## config.mk

```make
export PLATFORM = sky130hd
export DESIGN_NAME = bf3_scaler
export DESIGN_NICKNAME = d
export VERILOG_FILES = /design/src/design/bf3_pkg.sv /design/src/design/bf3_scaler.sv
export SDC_FILE = /design/constraint.sdc
export NUM_CORES = 1
export LEC_CHECK = 0
export BUFFER_PORTS_ARGS = -buffer_cell sky130_fd_sc_hd__buf_2
export CORE_MARGIN = 5
export CORE_UTILIZATION = 59
export DETAILED_ROUTE_END_ITERATION = 12
export PLACE_DENSITY = 0.78
export SLEW_MARGIN = 0
export SYNTH_ARGS = -nofsm -noshare
export SYNTH_HDL_FRONTEND = slang
export SYNTH_SLANG_ARGS = --single-unit
```

## constraint.sdc

```tcl
create_clock -name clock -period 5.5 [get_ports clock]
set_input_delay 0.55 -clock clock [delete_from_list [all_inputs] [get_ports clock]]
set_output_delay 0.55 -clock clock [all_outputs]
set_load 0.1 [all_outputs]
```

## src/design/bf3_pkg.sv

```systemverilog
// bf3_pkg: shared widths, constants and types for the 3x3 box filter
// no dependencies
`timescale 1ns / 1ps

package bf3_pkg;

   localparam int PIX_W       = 8;
   localparam int COL_SUM_W   = 10;
   localparam int BOX_SUM_W   = 12;
   localparam int RECIP_W     = 21;
   localparam int PROD_FULL_W = BOX_SUM_W + RECIP_W;
   localparam int PROD_W      = 32;
   localparam int VAL_W       = 16;
   localparam int FRAME_W_W   = 11;
   localparam int FRAME_H_W   = 13;
   localparam int CSR_DATA_W  = 13;
   localparam int ROW_W       = 13;
   localparam int OUT_ROW_W   = 12;

   // ceil(2^24 / 9): sum * 256 / 9 == (sum * RECIP) >> 16 for sums up to 9 * 255
   localparam logic [RECIP_W-1:0]   RECIP        = 21'd1864136;
   localparam logic [FRAME_H_W-1:0] HEIGHT_MAX   = 13'd4096;
   localparam logic [FRAME_W_W-1:0] WIDTH_RESET  = 11'd256;
   localparam logic [FRAME_H_W-1:0] HEIGHT_RESET = 13'd256;

   localparam logic REG_FRAME_WIDTH  = 1'b0;
   localparam logic REG_FRAME_HEIGHT = 1'b1;

   typedef struct packed {
      logic fill;
      logic shift;
      logic use_new;
   } win_ctrl_type;

endpackage

```

## src/design/bf3_scaler.sv

```systemverilog
// bf3_scaler: registered multiply by the reciprocal of nine, 8.8 result
// depends on bf3_pkg
`timescale 1ns / 1ps

module bf3_scaler (
   input  logic                            clock,
   input  logic                            enable,
   input  logic [bf3_pkg::BOX_SUM_W-1:0]   box_sum,
   output logic [bf3_pkg::VAL_W-1:0]       value
);
   import bf3_pkg::*;

   logic [PROD_FULL_W-1:0] prod_full;
   logic [PROD_W-1:0]      prod_ff;
   logic [PROD_W-1:0]      prod_in;

   assign prod_full = PROD_FULL_W'(box_sum) * PROD_FULL_W'(RECIP);
   assign prod_in   = prod_full[PROD_W-1:0];

   always_ff @(posedge clock) begin
      if (enable) begin
         prod_ff <= prod_in;
      end
   end

   assign value = prod_ff[PROD_W-1:PROD_W-VAL_W];

endmodule

```

## Word-level counts from Yosys, hierarchy flattened

Cells that the tools add are included.

| operators by class | value |
|---|---|
| $mul | 1 |

Operators by type and width:

| kind | number |
|---|---|
| $mul 12x18->29 const B | 1 |

| storage, ports and cells | value |
|---|---|
| bits of input ports | 14 |
| word-level logic and storage cells | 2 |
| output and inout bits | 16 |
| register bits | 29 |

## Depth between registers and ports, before layout

| depth | value |
|---|---|
| depth in word-level cells | 1 |
| mapped depth | 19 |
| mapped depth without buffers | 19 |

## Worst setup path before layout

OpenSTA, ideal clock, no wires.

| path | value |
|---|---|
| path type | input port to flip-flop |
| start point | in box_sum[9] (netlist bit) |
| end point | reg prod_ff[29] (data pin) |
| setup slack | 785 ps |
| cell stages on the path | 15 |
| setup time | 258 ps |
| arrival time | 4,457 ps |
| path through | fa_1 > ha_1 > inv_1 > fa_1 > inv_1 > fa_1 > fa_1 > ha_1 > buf_6 > a21o_1 > a21o_2 > a2111oi_4 > o31ai_1 > and2_1 > xor2_1 |

| on the way | value |
|---|---|
| word-level cells in the longest chain between the ends | 1 |

RTL lines:

| element | RTL line | text |
|---|---|---|
| from (decl) | bf3_scaler.sv:8 | `input logic [bf3_pkg::BOX_SUM_W-1:0] box_sum,` |
| $mul 12x18->29 | bf3_scaler.sv:17 | `assign prod_full = PROD_FULL_W'(box_sum) * PROD_FULL_W'(RECIP);` |
| via prod_full[29] | bf3_scaler.sv:13 | `logic [PROD_FULL_W-1:0] prod_full;` |
| to (signal assigned) | bf3_scaler.sv:22 | `prod_ff <= prod_in;` |
| to (decl) | bf3_scaler.sv:14 | `logic [PROD_W-1:0] prod_ff;` |

The timed path passes the listed nets, and every way through them passes these cells.
A chain may end at the register's enable or synchronous reset.

## Worst setup path in the final report

| path | value |
|---|---|
| start point | in box_sum[9] (netlist bit) |
| end point | reg prod_ff[31] (data pin) |

The elaborated chain is that of the path after synthesis.

==> results.toml <==
[run_status]
outcome = "finished clean"

[route]
number_of_vias_per_cell = 5.28
drc = 0
routed_wire_length_per_instance_um = 14.6
detail_route.wirelength_um = 6470
drtAntennaViolNets = 0
route.vias.total = 2337
drt_iter0_markers = 67
drt_pre_antenna_iters = 4

[sta]
hold-worst-slack_ns = 0.727
maxSlewViolCount = 0
grt_setup_unrepaired = "no"
setup_viol = 0
max_freq_mhz = 201
worst_pin_slew_ns = 0.449
setup_total_negative_slack_ns = 0
hold_violations = 0
period_minus_slack_ns = 4.98
timing.max_slew.rel_slack = 0.693
min_period_over_period = 0.905

[global_route]
initial_antenna_violation_count = 0
grt_remaining_overflow = 0
grt_max_degree = 17
grt_util_all_layers = 0.193
via_count_of_the_first_global_routing_pass = 2500
global_route_wire_length_before_repair_um = 11400

[synth]
async_reset_ff_frac = 0
synthTopCellsByArea = "fa_1 (27%), ha_1 (27%), edfxtp_1 (14%), inv_1 (10%), a21oi_1 (2.9%)"
post-synth-top-count-cell = "inv_1"
syn_avg_cell_area_um2 = 10.2
library_cells_used_by_synthesis = 37
dominantRegCellSynth = "edfxtp_1"
netlist.area_leader.share = 0.273
sequential_cell_area_fraction_in_the_yosys_report = 0.139
synth_area_um2 = 3450
synth-seq-cells = 16
synth_top_cell_by_area = "fa_1"
synth_warnings = 0
synth_common_cells = "inv_1 (95), ha_1 (75), fa_1 (47)"
syn_inst = 339
synth.net_count = 475
synth_edf_count = 16

[final_layout]
top_register = "prod_ff"
area_delta_synth_final_pct = 7.80
registers_with_the_highest_flip_flop_counts = "prod_ff: 16 flops"
finalNonFillerCells = 443
drive_gt1_frac = 0.121
flip_flop_count_of_the_largest_register_after_layout = 16
antennaDiodeCount = 0
finalCoreUtilization = 0.663
fin_nets = 508

[worst_setup_path]
critPathRequiredTime_ns = 5.49
worst_setup_end_kind = "flop"
crit_type = "in2reg"
cpPeakStageDelay_ns = 0.55
startpoint_type = "input port"
crit_slowest_cell = "fa_1"
path_common_cell = "fa_1"
crit_path_cells = "buf_2 -> fa_1 -> ha_1 -> inv_1 -> fa_1 -> inv_1 -> fa_1 -> fa_1 -> ha_1 -> nand2_1 -> o21ai_0 -> nor2b_1 -> o31ai_1 -> o21ai_0 -> a21oi_1 -> xnor2_1"
worst-endpoint-arrival_ns = 4.97
crit_fanout = 5

[die]
start_util = 0.615
die_w_um = 86.5
core_area_um2 = 5610
die-height_um = 86.5
rows = 27
design.die.area_um2 = 7470
boundary_pin_count = 30

[min_path]
holdCritStartpoint = "enable"
timing.hold.worst.class = "in2reg"
hold_path_end = "prod_ff[30]"
holdPathStages = 1

[place]
buffer_ports.inserted = 29
global_placer_s_final_weighted_congestion = 0.898
place.detailed.hpwl_um = 6010
cell_count_after_placement = 439

[clock_tree]
tritoncts_clock_tree = "built"
clk_sinks = 16
ctsRootBufferMaster = "clkbuf_8"
cts_made_buffers = 3
cts_repair_resize_count = 0
clkSlewWorstSetupHoldPaths_ns = 0.06
htree_levels = 1
post-cts-setup-buffer-count = 0
cts-root-to-sink-buffers = 2
cts.hold.buffers_added = 0

[run]
max_cap_violations = 0
## critical path: cells and delay by family
family | cells | cell delay [ns]
adder cells (fa/ha/maj) | 6 | 2.79
AO/OA/AOI/OAI | 4 | 1.12
buffers and inverters | 3 | 0.26
AND/OR/NAND/NOR | 2 | 0.17
XOR/XNOR | 1 | 0.09
## metrics by stage
stage               setup slack (ns)  cell area (um2)
global route                   0.235             3720
global placement               0.427             3670
floorplan                      0.785             3450
finish                         0.521             3720
detailed placement             0.254             3670
CTS                            0.508             3720
## how the worst max path moves through the flow
| stage | start | slack, ns | endpoint |
|---|---|---|---|
| 2_1_floorplan | box_sum[9] | 0.78 | prod_ff[29] |
| 3_5_place_dp | box_sum[9] | 0.25 | prod_ff[31] |
| 5_1_grt | box_sum[9] | 0.24 | prod_ff[31] |
| 4_1_cts | box_sum[9] | 0.51 | prod_ff[31] |
| 6_report | box_sum[9] | 0.52 | prod_ff[31] |
| 3_3_place_gp | box_sum[9] | 0.43 | prod_ff[31] |
## cells by family after synthesis
| group | Yosys count | share of synthesized area |
|---|---|---|
| XOR/XNOR | 20 | 0.0508 |
| AND/OR/NAND/NOR | 28 | 0.0410 |
| flip-flops | 16 | 0.139 |
| buffers and inverters | 96 | 0.107 |
| AO/OA/AOI/OAI | 57 | 0.117 |
| adder cells (fa/ha/maj) | 122 | 0.545 |
## placed cells by master (no fill, tap or decap), types with 2 or more instances in the layout
cell,Yosys,routed
inv_1,95,95
ha_1,75,75
fa_1,47,47
buf_2,0,29
a21oi_1,20,20
edfxtp_1,16,16
xnor2_1,11,11
o21ai_0,9,9
xor2_1,9,9
nand2_1,7,7
nor2_1,7,7
a21o_1,5,5
o21bai_1,4,4
a21o_2,3,3
nand4_1,3,3
nand3_1,3,3
clkbuf_8,0,3
a31oi_1,2,2
a31o_2,2,2
o31ai_1,2,2
## cell type report
type                    instances  area [um2]
flip-flops and latches         16         480
repair buffers                 29         145
clock inverters                 1        3.75
well taps                      72        90.1
clock buffers                   3        41.3
inverters                      95         357
multi-input cells             227        2600
fillers                       479        1890
## routing by layer
layer / wire [um] / up-vias / track usage / share of wire
met1: 2970 / 1099 / 0.262 / 0.46
met4: 163 / 0 / 0.0708 / 0.025
met3: 206 / 11 / 0.0114 / 0.032
met2: 3130 / 63 / 0.325 / 0.48
li1: - / 1164 / - / -
met5: 0 / - / 0 / 0
Power is not shown: default switching activity piles up to over one toggle a cycle in this logic, so the estimate is an artifact.
