[src/design/bf3_pkg.sv]
// bf3_pkg: shared widths, constants and types for the 3x3 box filter
// no dependencies
`timescale 1ns / 1ps

package bf3_pkg;

   localparam int PIX_W       = 8;
   localparam int COL_SUM_W   = 10;
   localparam int BOX_SUM_W   = 12;
   localparam int RECIP_W     = 21;
   localparam int PROD_FULL_W = BOX_SUM_W + RECIP_W;
   localparam int PROD_W      = 32;
   localparam int VAL_W       = 16;
   localparam int FRAME_W_W   = 11;
   localparam int FRAME_H_W   = 13;
   localparam int CSR_DATA_W  = 13;
   localparam int ROW_W       = 13;
   localparam int OUT_ROW_W   = 12;

   // ceil(2^24 / 9): sum * 256 / 9 == (sum * RECIP) >> 16 for sums up to 9 * 255
   localparam logic [RECIP_W-1:0]   RECIP        = 21'd1864136;
   localparam logic [FRAME_H_W-1:0] HEIGHT_MAX   = 13'd4096;
   localparam logic [FRAME_W_W-1:0] WIDTH_RESET  = 11'd256;
   localparam logic [FRAME_H_W-1:0] HEIGHT_RESET = 13'd256;

   localparam logic REG_FRAME_WIDTH  = 1'b0;
   localparam logic REG_FRAME_HEIGHT = 1'b1;

   typedef struct packed {
      logic fill;
      logic shift;
      logic use_new;
   } win_ctrl_type;

endpackage

[src/design/bf3_cell.sv]
// bf3_cell: one window column cell holding a vertical three-pixel sum
// depends on bf3_pkg
`timescale 1ns / 1ps

module bf3_cell (
   input  logic                            clock,
   input  logic                            reset,
   input  bf3_pkg::win_ctrl_type           ctrl,
   input  logic [bf3_pkg::COL_SUM_W-1:0]   new_sum,
   input  logic [bf3_pkg::COL_SUM_W-1:0]   shift_in,
   output logic [bf3_pkg::COL_SUM_W-1:0]   col_sum
);
   import bf3_pkg::*;

   logic [COL_SUM_W-1:0] sum_ff;
   logic [COL_SUM_W-1:0] sum_in;

   always_comb begin
      sum_in = sum_ff;
      if (ctrl.fill) begin
         sum_in = new_sum;
      end else if (ctrl.shift) begin
         sum_in = shift_in;
      end
   end

   always_ff @(posedge clock) begin
      if (reset) begin
         sum_ff <= '0;
      end else begin
         sum_ff <= sum_in;
      end
   end

   assign col_sum = sum_ff;

endmodule

[src/design/bf3_window.sv]
// bf3_window: chain of three column cells and the nine-tap box sum
// depends on bf3_pkg and bf3_cell
`timescale 1ns / 1ps

module bf3_window (
   input  logic                            clock,
   input  logic                            reset,
   input  bf3_pkg::win_ctrl_type           ctrl,
   input  logic [bf3_pkg::PIX_W-1:0]       top,
   input  logic [bf3_pkg::PIX_W-1:0]       mid,
   input  logic [bf3_pkg::PIX_W-1:0]       bot,
   output logic [bf3_pkg::BOX_SUM_W-1:0]   box_sum
);
   import bf3_pkg::*;

   logic [COL_SUM_W-1:0] new_sum;
   logic [COL_SUM_W-1:0] col_sum [3];
   logic [COL_SUM_W-1:0] chain_in [3];
   logic [BOX_SUM_W-1:0] sum_old;
   logic [BOX_SUM_W-1:0] sum_new;

   assign new_sum = COL_SUM_W'(top) + COL_SUM_W'(mid) + COL_SUM_W'(bot);

   // newest column enters at cell 2 and moves toward cell 0
   assign chain_in[2] = new_sum;
   assign chain_in[1] = col_sum[2];
   assign chain_in[0] = col_sum[1];

   for (genvar i = 0; i < 3; i++) begin : g_cell
      bf3_cell u_cell (
         .clock    (clock),
         .reset    (reset),
         .ctrl     (ctrl),
         .new_sum  (new_sum),
         .shift_in (chain_in[i]),
         .col_sum  (col_sum[i])
      );
   end

   // right edge replicated: left, centre, centre again
   assign sum_old = BOX_SUM_W'(col_sum[1]) + (BOX_SUM_W'(col_sum[2]) << 1);
   // window after the shift: old cells 1 and 2 plus the new column
   assign sum_new = BOX_SUM_W'(col_sum[1]) + BOX_SUM_W'(col_sum[2]) + BOX_SUM_W'(new_sum);

   assign box_sum = ctrl.use_new ? sum_new : sum_old;

endmodule

[config.mk]
export PLATFORM = sky130hd
export DESIGN_NAME = bf3_window
export DESIGN_NICKNAME = d
export VERILOG_FILES = /design/src/design/bf3_pkg.sv /design/src/design/bf3_cell.sv /design/src/design/bf3_window.sv
export SDC_FILE = /design/constraint.sdc
export NUM_CORES = 1
export LEC_CHECK = 0
export BUFFER_PORTS_ARGS = -buffer_cell sky130_fd_sc_hd__buf_2
export CORE_ASPECT_RATIO = 1.2
export CORE_MARGIN = 8
export CORE_UTILIZATION = 50
export CTS_BUF_LIST = sky130_fd_sc_hd__clkbuf_16
export DETAILED_ROUTE_END_ITERATION = 6
export HOLD_SLACK_MARGIN = 0.03
export PLACE_DENSITY = 0.76
export RECOVER_POWER = 50
export SYNTH_ARGS = -nofsm -noshare
export SYNTH_HDL_FRONTEND = slang
export SYNTH_SLANG_ARGS = --single-unit
[constraint.sdc]
create_clock -name clock -period 4.8 [get_ports clock]
set_clock_uncertainty 0.1 [all_clocks]
set_input_delay 0.24 -clock clock [delete_from_list [all_inputs] [get_ports clock]]
set_output_delay 0.24 -clock clock [all_outputs]
set_load 0.01 [all_outputs]
* After elaboration in Yosys (flattened, before gate mapping) *
Index checks and enable logic that the tools add are counted.

storage, ports and cells
  flip-flop bits (word level) = 20
  bits of input ports = 29
  output and inout port bits = 12
  word-level logic and storage cells = 13

operators by class
  add/sub/neg operators = 5
  multiplexer cells = 5
  reductions and logical operators = 1

operators by type and width
  operator                 number
  2-to-1 mux 10 bit        4
  adder 10 x 11 -> 12 bit  1
  adder 11 x 10 -> 12 bit  1
  2-to-1 mux 12 bit        1
  adder 10 x 10 -> 11 bit  1
  adder 9 x 8 -> 10 bit    1
  adder 8 x 8 -> 9 bit     1
  nonzero test 2 bit       1

* Depth between registers and ports, before layout *
  depth in word-level cells = 4
  mapped depth = 19
  gate-level depth less buffers = 19

* Cells and area by module *
Synthesis repeated with hierarchy kept, for this count alone.

second synthesis, totals
  cell total of the unflattened synthesis = 322
  area total of the unflattened synthesis = 2722.6 µm²

by module, submodules not included
  module      instances  cells an instance  area each (µm²)  seq. area each (µm²)
  bf3_window  1          234                1801.7           0.0
  bf3_cell    2          44                 460.4            200.2

* Least setup slack after synthesis *
No wires, ideal clock.

  path kind = input -> output
  start = input top[1] (netlist bit)
  end = output box_sum[10] (netlist bit)
  data arrival time = 3.432 ns
  required time = 4.460 ns
  setup slack = 1.028 ns
  cell stages on the path = 18
  buffers on the path = 0
  cell sequence = inv_1 fa_1 inv_1 ha_1 inv_1 fa_1 nor2b_1 o21ai_0 a21boi_1 o21ai_0 nand2_1 inv_1 ha_1 and2_1 and4_1 a221o_1 xnor2_1 mux2i_1

RTL lines
  element          RTL line          RTL
  start, declared  bf3_window.sv:9   input logic [bf3_pkg::PIX_W-1:0] top,
  end, declared    bf3_window.sv:12  output logic [bf3_pkg::BOX_SUM_W-1:0] box_sum

==> out/qor.txt <==
Run status: completed
Ys flop type: dfxtp_1
Power density over the cells: 461 nW/um2
Leakage: 0.00144 uW
Iter 0 DRT Violations: 68
Mapped Avg Cell Area: 8.20 um2
Worst r2r src: g_cell[2].u_cell.col_sum[7]$_SDFFE_PP0P_
Seq/Total Area, Yosys: 0.153
Vias after detailed routing: 2330
Share of layout cells above drive strength 1: 0.144
R2R cell count: 3
Final worst-path cycle share: 0.883
CTS tree: built
Die ar.: 7810 um2
Placed Cells: 412
CORE AREA: 5150 um2
Clock power share: 0.164
RSZ-0062 raised after global routing: no
Clock root buffer: clkbuf_16
Worst vdd ir: 0.215 mV
CTS max path bufs: 2
Hold endpoint: g_cell[2].u_cell.col_sum[4]$_SDFFE_PP0P_
Width of the die: 82.0 um
Post_cts resized: 0
Initial Utilization: 0.508
RR Endpoint: g_cell[1].u_cell.col_sum[7]$_SDFFE_PP0P_
Largest net degree at the start of global routing: 20
Post-synth EDFFs: 0
Row cnt: 29
Routed wire length: 5.89 mm
Busiest grt layer: met2
Crit-path slowest cell: fa_1
Int Power: 767 uW
Htree depth: 1
Antenna cells: 0
Vias in the first global route: 2324
DRC: 0
Sw frac: 0.435
CP dominant cell by count: inv_1
Achievable frequency: 236 MHz
Post-CTS setup buffers: 0
Crit path required time: 4.46 ns
Gpl congestion: 0.815
Final cell count without fillers: 416
Post-route ant nets: 0
CP Class: in -> out
Final Max Slew Viols: 0
Top cell type by total area after synthesis: ha_1
Register share of total power: 0.164
I/O Pins: 41
Syn nets: 396
FF-to-FF setup slack: 3.70 ns
Synthesized area: 2620 um2
Gr usage total: 0.158
First-pass GRT wire length: 10.1 mm
Max cap viols: 0
Min-Delay Path Class: in -> reg
Crit-path max FO: 4
WL/cell: 14.2 um
Final setup viols: 0
Hold path start: reset
Tmin final: 4.24 ns
Initial antenna violation count: 0
Synthesized flop and latch total: 20
Met1 Use GR: 0.182
TNS Setup: 0 ns
Clock Sinks: 20
Mapped Cells: 319
Max incr delay on CP: 0.47 ns
Drt pass-1 iters: 4
Most frequent cells in the layout: 37 x buf_2, 36 x ha_1, 28 x nor2_1
Critical path cell sequence: buf_2 -> inv_1 -> fa_1 -> inv_1 -> ha_1 -> inv_1 -> fa_1 -> nor2b_1 -> o21ai_0 -> a21boi_1 -> o21ai_0 -> nand2_1 -> inv_1 -> ha_1 -> and2_1 -> and4_1 -> a221o_1 -> xnor2_1 -> mux2i_1 -> buf_2
Clock transition at the registers of the reported paths: 0.06 ns
Top-area cell type share of the netlist area: 0.172
Comb power frac: 0.672
Async S/R FF share, synth: 0
Fin. Hold Viols: 0
Layout area overhead: 12.5%
Worst EP arrival: 3.90 ns
Cts hold-fix bufs: 0
Nets@finish: 432
Num CTS Buffers: 3
Port Buffers: 40
Final HPWL DP: 4.90 mm
Die height: 95.2 um
Clock Latency Late Sink: 0.25 ns
Yosys warns: 0
WHS Path Cells: 2
Met3 Use GR: 0.0198
Most common cell after layout, fill and taps aside: buf_2
Sw Pwr: 590 uW
Max reg flops: 20
Vias per cell: 5.60
Startpoint types: input port
FILL cells: 486
Library cells used by synthesis: 51
Largest cells by area after synthesis: ha_1 17%, dfxtp_1 15%, fa_1 9.2%, xnor2_1 5.4%, a21oi_1 5.0%
Slew HR: 0.448
Worst Tran Pin Value: 0.824 ns
CP Capture Type: output port
Gr ovfl total: 0
GR Layer Usage met2: 0.289
per-stage QoR:
| stage | hold slack [ns] | worst slack, ns | cell area, um2 | utilization | total power [uW] |
|---|---|---|---|---|---|
| finish | 0.266 | 0.564 | 2940 | 0.571 | 1360 |
| global route | 0.289 | 0.237 | 2940 | 0.571 | 1480 |
| CTS | 0.262 | 0.563 | 2960 | 0.574 | 1370 |
| detailed placement | 0.398 | 0.570 | 2850 | 0.554 | 1140 |
| global placement | 0.392 | 0.692 | 2850 | 0.554 | 1120 |
| floorplan | 0.366 | 1.03 | 2620 | - | 919 |
synthesized netlist by cell type, types with 2 or more instances:
| cell type | n |
|---|---|
| ha_1 | 36 |
| nor2_1 | 28 |
| a21oi_1 | 26 |
| inv_1 | 25 |
| nand2_1 | 21 |
| dfxtp_1 | 20 |
| o21ai_0 | 20 |
| xnor2_1 | 16 |
| a211oi_1 | 14 |
| fa_1 | 12 |
| xor2_1 | 10 |
| mux2i_1 | 9 |
| nor2b_1 | 9 |
| a21o_1 | 7 |
| clkbuf_1 | 6 |
| a31oi_1 | 4 |
| or3_1 | 4 |
| mux2_2 | 3 |
| nand2b_1 | 3 |
| nor3_1 | 3 |
| o21a_1 | 3 |
| o31a_1 | 3 |
| or2_2 | 3 |
| buf_2 | 2 |
| nand3_1 | 2 |
| nand4b_1 | 2 |
| o21ai_1 | 2 |
| o21bai_1 | 2 |
| o31ai_1 | 2 |
logic make-up after synthesis:
family / count (synthesis) / share of synthesized area
AO/OA/AOI/OAI: 98 / 0.247
flip-flops: 20 / 0.153
AND/OR/NAND/NOR: 81 / 0.150
adder cells (fa/ha/maj): 48 / 0.264
buffers and inverters: 34 / 0.0512
XOR/XNOR: 26 / 0.0871
multiplexers: 12 / 0.0474
cell type report:
cell class	count	area [um2]	area share
clock buffers	3	75.1	0.0255
repair buffers	40	196	0.0668
inverters	25	93.8	0.0319
multi-input cells	265	2070	0.703
well taps	62	77.6	0.0264
flip-flops and latches	20	400	0.136
clock inverters	1	30.0	0.0102
worst max-delay path: cells and delay by family:
family	cells	cell delay, ns
AO/OA/AOI/OAI	4	0.89
AND/OR/NAND/NOR	4	0.69
multiplexers	1	0.12
XOR/XNOR	1	0.13
buffers and inverters	6	0.44
adder cells (fa/ha/maj)	4	1.37
how the worst max path moves through the flow:
| stage | startpoint | end | slack, ns | cells past startpoint |
|---|---|---|---|---|
| after floorplan | top[1] | box_sum[10] | 1.03 | 18 |
| after global placement | top[1] | box_sum[10] | 0.69 | 20 |
| after detailed placement | top[1] | box_sum[10] | 0.57 | 20 |
| after CTS | top[1] | box_sum[10] | 0.56 | 20 |
| after global routing | top[1] | box_sum[10] | 0.24 | 18 |
| final | top[1] | box_sum[10] | 0.56 | 20 |
power by group through the flow:
stage / clock network [uW] / registers, uW / logic, uW
after floorplan: 0 / 216 / 702
after global placement: 0 / 223 / 895
after detailed placement: 0 / 225 / 911
after CTS: 226 / 222 / 922
after global routing: 233 / 226 / 1030
final: 223 / 222 / 913
routing by layer:
metal / wire length [um] / up-vias / part of all wire
li1: - / 1211 / -
met2: 2990 / 51 / 0.51
met3: 250 / 7 / 0.042
met1: 2560 / 1061 / 0.43
met5: 0 / - / 0
met4: 86 / 0 / 0.015
(Power assumes the default switching activity.)
